===== src/hdl/bcg_pkg.sv =====
// ----------------------------------------------------------------------------
// Battery gauge package
// Types, register indexes and fixed constants shared by the gauge modules.
// ----------------------------------------------------------------------------
package bcg_pkg;

    localparam int CFG_IDX_W  = 4;
    localparam int CFG_DATA_W = 20;

    localparam logic [CFG_IDX_W-1:0] REG_MIN_CELL_MV    = 4'd0;
    localparam logic [CFG_IDX_W-1:0] REG_MAX_CELL_MV    = 4'd1;
    localparam logic [CFG_IDX_W-1:0] REG_BATT_CAP       = 4'd2;
    localparam logic [CFG_IDX_W-1:0] REG_CURRENT_LSB_NA = 4'd3;

    localparam logic [14:0] MIN_CELL_MV_RST    = 15'd3000;
    localparam logic [14:0] MAX_CELL_MV_RST    = 15'd4200;
    localparam logic [15:0] BATT_CAP_RST       = 16'd2000;
    localparam logic [19:0] CURRENT_LSB_NA_RST = 20'd91553;

    localparam logic [2:0] STATUS_CRITICAL  = 3'd0;
    localparam logic [2:0] STATUS_LOW       = 3'd1;
    localparam logic [2:0] STATUS_FAIR      = 3'd2;
    localparam logic [2:0] STATUS_GOOD      = 3'd3;
    localparam logic [2:0] STATUS_EXCELLENT = 3'd4;

    // Quotient bits produced by the divider chain, one per cell.
    localparam int NUM_CELLS = 26;
    localparam int NA_W      = 36;

    // ceil(2^39 / 125): the magnitude divided by 8 times this, shifted right
    // by 39, is the magnitude divided by 1000 for every 32-bit input.
    localparam logic [32:0] UA_RECIP = 33'd4398046512;

    localparam logic [15:0] RUNTIME_MAX = 16'hFFFF;
    localparam logic [25:0] UA_POS_MAX  = 26'h1FFFFFF;
    localparam logic [25:0] UA_NEG_MAX  = 26'h2000000;
    localparam logic [13:0] FULL_CHARGE = 14'd10000;

    typedef struct packed {
        logic [14:0] min_cell_mv;
        logic [14:0] max_cell_mv;
        logic [15:0] batt_cap;
        logic [19:0] current_lsb_na;
    } cfg_t;

    typedef struct packed {
        logic [14:0] bus_mv;
        logic [13:0] pct;
        logic [2:0]  status;
        logic        healthy;
        logic        no_draw;
        logic        neg;
    } meta_t;

    // The runtime restoring division lane travels through the chain together
    // with the finished current magnitude in microamps.
    typedef struct packed {
        logic [NA_W-1:0]      rt_rem;
        logic [NA_W-1:0]      rt_den;
        logic [NUM_CELLS-1:0] rt_low;
        logic                 rt_ovf;
        logic [25:0]          ua_quot;
        meta_t                meta;
    } cell_t;

endpackage


===== src/hdl/bcg_prep.sv =====
// ----------------------------------------------------------------------------
// Battery gauge front end
// Converts a sample to millivolts, charge and nanoamps, divides the current
// magnitude by 1000, forms the runtime numerator and loads the runtime
// division lane for the cell chain.
// ----------------------------------------------------------------------------
module bcg_prep (
    input  logic               clk,
    input  logic               rst_n,
    input  logic               adv,
    input  logic               in_valid,
    input  logic [15:0]        bus_raw,
    input  logic signed [15:0] current_raw,
    input  bcg_pkg::cfg_t      cfg,
    output logic               out_valid,
    output bcg_pkg::cell_t     out_data
);
    import bcg_pkg::*;

    function automatic logic [13:0] curve_centipct(input logic [14:0] v);
        logic [14:0] d;
        logic [13:0] p;
        begin
            d = 15'd0;
            if (v >= 15'd4100)
            begin
                p = FULL_CHARGE;
            end
            else if (v >= 15'd3900)
            begin
                d = v - 15'd3900;
                p = 14'(15'd9000 + d * 15'd5);
            end
            else if (v >= 15'd3800)
            begin
                d = v - 15'd3800;
                p = 14'(15'd7000 + d * 15'd20);
            end
            else if (v >= 15'd3700)
            begin
                d = v - 15'd3700;
                p = 14'(15'd4000 + d * 15'd30);
            end
            else if (v >= 15'd3600)
            begin
                d = v - 15'd3600;
                p = 14'(15'd2000 + d * 15'd20);
            end
            else if (v >= 15'd3400)
            begin
                d = v - 15'd3400;
                p = 14'(15'd500 + ((d * 15'd15) >> 1));
            end
            else if (v >= 15'd3000)
            begin
                d = v - 15'd3000;
                p = 14'((d * 15'd5) >> 2);
            end
            else
            begin
                p = 14'd0;
            end
            curve_centipct = p;
        end
    endfunction

    // Stage 1: voltage, charge curve, status and current in nanoamps.
    logic [14:0]            bus_mv;
    logic [13:0]            pct;
    logic [2:0]             status;
    logic signed [NA_W-1:0] na_full;
    meta_t                  s1_meta_next;

    logic                   s1_valid_reg;
    meta_t                  s1_meta_reg;
    logic signed [NA_W-1:0] s1_na_reg;

    always_comb
    begin
        bus_mv  = {bus_raw[15:3], 2'b00};
        pct     = curve_centipct(bus_mv);
        na_full = current_raw * $signed({1'b0, cfg.current_lsb_na});
        if (bus_mv < cfg.min_cell_mv)
        begin
            status = STATUS_CRITICAL;
        end
        else if (pct < 14'd1000)
        begin
            status = STATUS_LOW;
        end
        else if (pct < 14'd2500)
        begin
            status = STATUS_FAIR;
        end
        else if (pct < 14'd7500)
        begin
            status = STATUS_GOOD;
        end
        else
        begin
            status = STATUS_EXCELLENT;
        end
        s1_meta_next.bus_mv  = bus_mv;
        s1_meta_next.pct     = pct;
        s1_meta_next.status  = status;
        s1_meta_next.healthy = (bus_mv >= cfg.min_cell_mv) && (bus_mv <= cfg.max_cell_mv);
        s1_meta_next.no_draw = 1'b0;
        s1_meta_next.neg     = 1'b0;
    end

    // Stage 2: capacity times charge, current magnitude and draw flags.
    meta_t           s2_meta_next;
    logic [NA_W-1:0] s2_mag_next;

    logic            s2_valid_reg;
    meta_t           s2_meta_reg;
    logic [29:0]     s2_prod_reg;
    logic [NA_W-1:0] s2_mag_reg;
    logic [NA_W-1:0] s2_den_reg;

    always_comb
    begin
        s2_meta_next         = s1_meta_reg;
        s2_meta_next.neg     = s1_na_reg[NA_W-1];
        s2_meta_next.no_draw = s1_na_reg[NA_W-1] || (s1_na_reg == '0);
        s2_mag_next          = s1_na_reg[NA_W-1] ? NA_W'(-s1_na_reg) : NA_W'(s1_na_reg);
    end

    // Stage 3: runtime numerator, capacity * charge * 6000, and the two halves
    // of the reciprocal product for the microamp quotient. The magnitude stays
    // below 2^35, so an eighth of it fits in 32 bits after dropping three bits.
    logic [42:0]     num_full;
    logic [31:0]     mag_div8;
    logic            s3_valid_reg;
    meta_t           s3_meta_reg;
    logic [41:0]     s3_num_reg;
    logic [48:0]     s3_ua_lo_reg;
    logic [48:0]     s3_ua_hi_reg;
    logic [NA_W-1:0] s3_den_reg;

    assign num_full = s2_prod_reg * 13'd6000;
    assign mag_div8 = s2_mag_reg[34:3];

    // Stage 4: finish the microamp quotient and load the runtime lane. A
    // quotient too large for the chain is flagged here and saturates at the end.
    logic [64:0] ua_prod;
    cell_t       s4_next;
    cell_t       s4_data_reg;
    logic        s4_valid_reg;

    assign ua_prod = {s3_ua_hi_reg, 16'd0} + {16'd0, s3_ua_lo_reg};

    always_comb
    begin
        s4_next.rt_rem  = {20'd0, s3_num_reg[41:26]};
        s4_next.rt_den  = s3_den_reg;
        s4_next.rt_low  = s3_num_reg[25:0];
        s4_next.rt_ovf  = {20'd0, s3_num_reg[41:26]} >= s3_den_reg;
        s4_next.ua_quot = ua_prod[64:39];
        s4_next.meta    = s3_meta_reg;
    end

    always_ff @(posedge clk or negedge rst_n)
    begin
        if (!rst_n)
        begin
            s1_valid_reg <= 1'b0;
            s2_valid_reg <= 1'b0;
            s3_valid_reg <= 1'b0;
            s4_valid_reg <= 1'b0;
        end
        else if (adv)
        begin
            s1_valid_reg <= in_valid;
            s2_valid_reg <= s1_valid_reg;
            s3_valid_reg <= s2_valid_reg;
            s4_valid_reg <= s3_valid_reg;
        end
    end

    always_ff @(posedge clk)
    begin
        if (adv)
        begin
            s1_meta_reg  <= s1_meta_next;
            s1_na_reg    <= na_full;
            s2_meta_reg  <= s2_meta_next;
            s2_prod_reg  <= 30'(s1_meta_reg.pct * cfg.batt_cap);
            s2_mag_reg   <= s2_mag_next;
            s2_den_reg   <= s1_na_reg;
            s3_meta_reg  <= s2_meta_reg;
            s3_num_reg   <= num_full[41:0];
            s3_ua_lo_reg <= 49'(mag_div8[15:0] * UA_RECIP);
            s3_ua_hi_reg <= 49'(mag_div8[31:16] * UA_RECIP);
            s3_den_reg   <= s2_den_reg;
            s4_data_reg  <= s4_next;
        end
    end

    assign out_valid = s4_valid_reg;
    assign out_data  = s4_data_reg;

endmodule


===== config.mk =====
export PLATFORM = sky130hd
export DESIGN_NAME = bcg_prep
export DESIGN_NICKNAME = d
export VERILOG_FILES = /design/src/hdl/bcg_pkg.sv /design/src/hdl/bcg_prep.sv
export SDC_FILE = /design/constraint.sdc
export NUM_CORES = 2
export LEC_CHECK = 0
export CAP_MARGIN = 20
export CORE_MARGIN = 4
export CORE_UTILIZATION = 50
export DETAILED_ROUTE_END_ITERATION = 10
export DONT_BUFFER_PORTS = 1
export GPL_TIMING_DRIVEN = 0
export REMOVE_ABC_BUFFERS = 1
export SLEW_MARGIN = 20
export SYNTH_ARGS = -nofsm -noshare
export SYNTH_HDL_FRONTEND = slang
export SYNTH_SLANG_ARGS = --single-unit

===== constraint.sdc =====
create_clock -name clk -period 14.86 [get_ports clk]
set_input_delay 2.972 -clock clk [delete_from_list [all_inputs] [get_ports clk]]
set_output_delay 2.972 -clock clk [all_outputs]
set_load 0.01 [all_outputs]

==> run_results.csv <==
group,metric,value,unit
hold_path,min_path_type,"register to register",
timing,worst_pin_slew,1240,ps
finish,area_growth_syn_to_layout,5.84,%
yosys,yosysTopAreaCellShare,27.3,%
yosys,postSynthAreaPerCell,10.7,um2
status,outcome,"finished clean",
finish,layout_common_cells,"inv_1 (1196), ha_1 (835), fa_1 (824)",
timing,whs,409,ps
global_routing,grt_max_degree,515,
timing,slew_violations,0,
yosys,ys_warn_count,0,
detailed_routing,top_layer_used,"met5",
yosys,yosysSeqAreaShare,25.5,%
global_routing,grt_pass1_wl,220,mm
yosys,synth.distinct_cells,85,
timing,fin_tns_setup,0,ps
clock_network,clock_latency,680,ps
timing,setup_viol,0,
detailed_routing,wl_met1,64.3,mm
detailed_routing,viasPerCell,5.26,
placed_design,place_area,0.0620,mm2
yosys,synth_area_leaders,"fa_1 (27%), edfxtp_1 (25%), ha_1 (17%)",
detailed_routing,routedWlPerCell,18.5,um
clock_network,cts-resized-gates,0,
finish,final_area,0.0640,mm2
yosys,synth_top_area_cell,"fa_1",
yosys,synth_flop_cell,"edfxtp_1",
die,floorplan.initialDensity,50.4,%
finish,largest_reg_flops,133,
detailed_routing,route.vias.total,38196,
detailed_routing,drc,0,
global_routing,grt-ovfl-total,0,
finish,n_antenna_cell,0,
finish,drive_gt1_share,2.52,%
clock_network,cts-root-buf,"clkbuf_16",
yosys,async_reset_ff_share,0.778,%
timing,rsz0062_at_grt,"false",
flow_run,cap_violations,0,
critical_path,end_kind,"register",
critical_path,max_stage_delay,580,ps
global_routing,grt_usage,21.9,%
critical_path,critical_path_arrival,9670,ps
global_routing,grt_pass1_vias,40299,
die,die_h,356,um
yosys,syn_area,0.0605,mm2
placed_design,port_buffers,0,
clock_network,htree_levels,2,
die,core-area,0.120,mm2
clock_network,clockBufferDepth,3,
placed_design,gp_congestion,0.903,
detailed_routing,ant_nets,0,
global_routing,grt_antenna_before_repair,4,
detailed_routing,drtIter0Drc,2131,
clock_network,clock_sinks,514,
yosys,synth-seq-cells,514,
timing,slew_headroom,17.0,%
clock_network,cts_tree,"built",
critical_path,cp_max_fo,16,
critical_path,crit_slowest_cell,"fa_1",
finish,final_common_cell,"inv_1",
die,ios,263,
placed_design,dp_hpwl,105,mm
die,dieArea,0.127,mm2
yosys,synthCells,5651,
critical_path,start_kind,"primary input",
finish,nets,7354,
detailed_routing,met3_length,9.57,mm
die,die_width,356,um
detailed_routing,routed_wl,134,mm
critical_path,critPathKind,"primary input to register",
timing,fin_worst_skew,40.6,ps
yosys,synth_edf_count,510,
critical_path,path_cells,"nand2b_1 -> fa_1 -> fa_1 -> inv_1 -> fa_1 -> inv_1 -> fa_1 -> fa_1 -> inv_1 -> fa_1 -> ha_1 -> a21o_1 -> a21o_1 -> a221oi_1 -> o21ai_0 -> a211oi_1 -> a2111oi_0 -> o21ai_0 -> a21boi_0 -> o41a_1 -> xnor2_1",
timing,fmax,108,MHz
timing,fin_crit,9240,ps
die,core.rowCount,127,
detailed_routing,dr.pass1.iters,5,
clock_network,ctsHoldBuffers,0,
detailed_routing,wl_met2,58.0,mm
clock_network,cts_setup_buffers,0,
clock_network,clk_pin_slew_worst_paths,60,ps
timing,final_hold_viol_count,0,
critical_path,crit_top_cell,"fa_1",
finish,final_core_util,53.4,%
timing,post-route-period-util,62.2,%
critical_path,worstPathRequired,15290,ps
clock_network,cts_buffers,59,
## per-stage QoR
stage	cells	setup WS, ps
floorplan	5528	5730
global placement	7140	4940
detailed placement	7140	4990
CTS	7252	5680
global route	7256	5320
finish	7256	5620
## metal layers
layer	vias to the layer above	track usage, %
met3	142	4.86
met2	892	33.5
met4	2	4.48
met1	18990	32.4
li1	18170	-
met5	-	0
## cell usage after synthesis, types with 28 or more instances
cell / number
xnor2_1: 243
nand2b_1: 54
o21bai_1: 28
ha_1: 835
clkbuf_1: 115
nor2b_1: 42
a21o_1: 84
nand2_1: 394
xor2_1: 85
o21a_1: 44
nor2_1: 162
nor3_1: 53
a21oi_1: 195
o21ai_0: 137
and2_1: 241
inv_1: 1196
fa_1: 824
edfxtp_1: 510
nand3_1: 51
## logic make-up (layout without fill, tap and decap cells)
kind of cell / after synthesis / after routing / synth area share, %
other: 1 / 26 / 0.00620
buffers and inverters: 1344 / 1312 / 8.51
adder cells (fa/ha/maj): 1660 / 1660 / 44.5
AO/OA/AOI/OAI: 686 / 686 / 7.37
XOR/XNOR: 329 / 329 / 4.78
flip-flops: 514 / 514 / 25.5
multiplexers: 9 / 9 / 0.159
AND/OR/NAND/NOR: 1108 / 1108 / 9.16
## critical path: cells and delay by family
| family | cells | cell delay, ps |
|---|---|---|
| AO/OA/AOI/OAI | 9 | 2570 |
| XOR/XNOR | 1 | 130 |
| adder cells (fa/ha/maj) | 7 | 3660 |
| buffers and inverters | 3 | 190 |
| AND/OR/NAND/NOR | 1 | 150 |
## final timing paths
kind                                     startpoint                    endpoint  slack (ps)  cells past startpoint
setup / recovery                             cfg[0]     s1_na_reg[32]$_DFFE_PP_        5620                     21
hold reg to reg            s2_den_reg[20]$_DFFE_PP_    s3_den_reg[20]$_DFFE_PP_         410                      0
max in group asynchronous                     rst_n    s3_valid_reg$_DFFE_PN0P_       12800                      0
setup reg to reg           s2_mag_reg[20]$_DFFE_PP_  s3_ua_hi_reg[46]$_DFFE_PP_        7120                     22
min in group asynchronous                     rst_n    s1_valid_reg$_DFFE_PN0P_        2000                      0
hold / removal             s2_den_reg[20]$_DFFE_PP_    s3_den_reg[20]$_DFFE_PP_         410                      0
## final cells by class
type | count | area, um2
Inverter | 1196 | 4490
Clock buffer | 68 | 1510
Clock inverter | 44 | 453
Fill cell | 10621 | 55900
Sequential cell | 514 | 15400
Timing Repair Buffer | 4 | 110
Multi-Input combinational cell | 3818 | 40000
Tap cell | 1612 | 2020
Power is not shown: default switching activity piles up to over one toggle a cycle in this logic, so the estimate is an artifact.
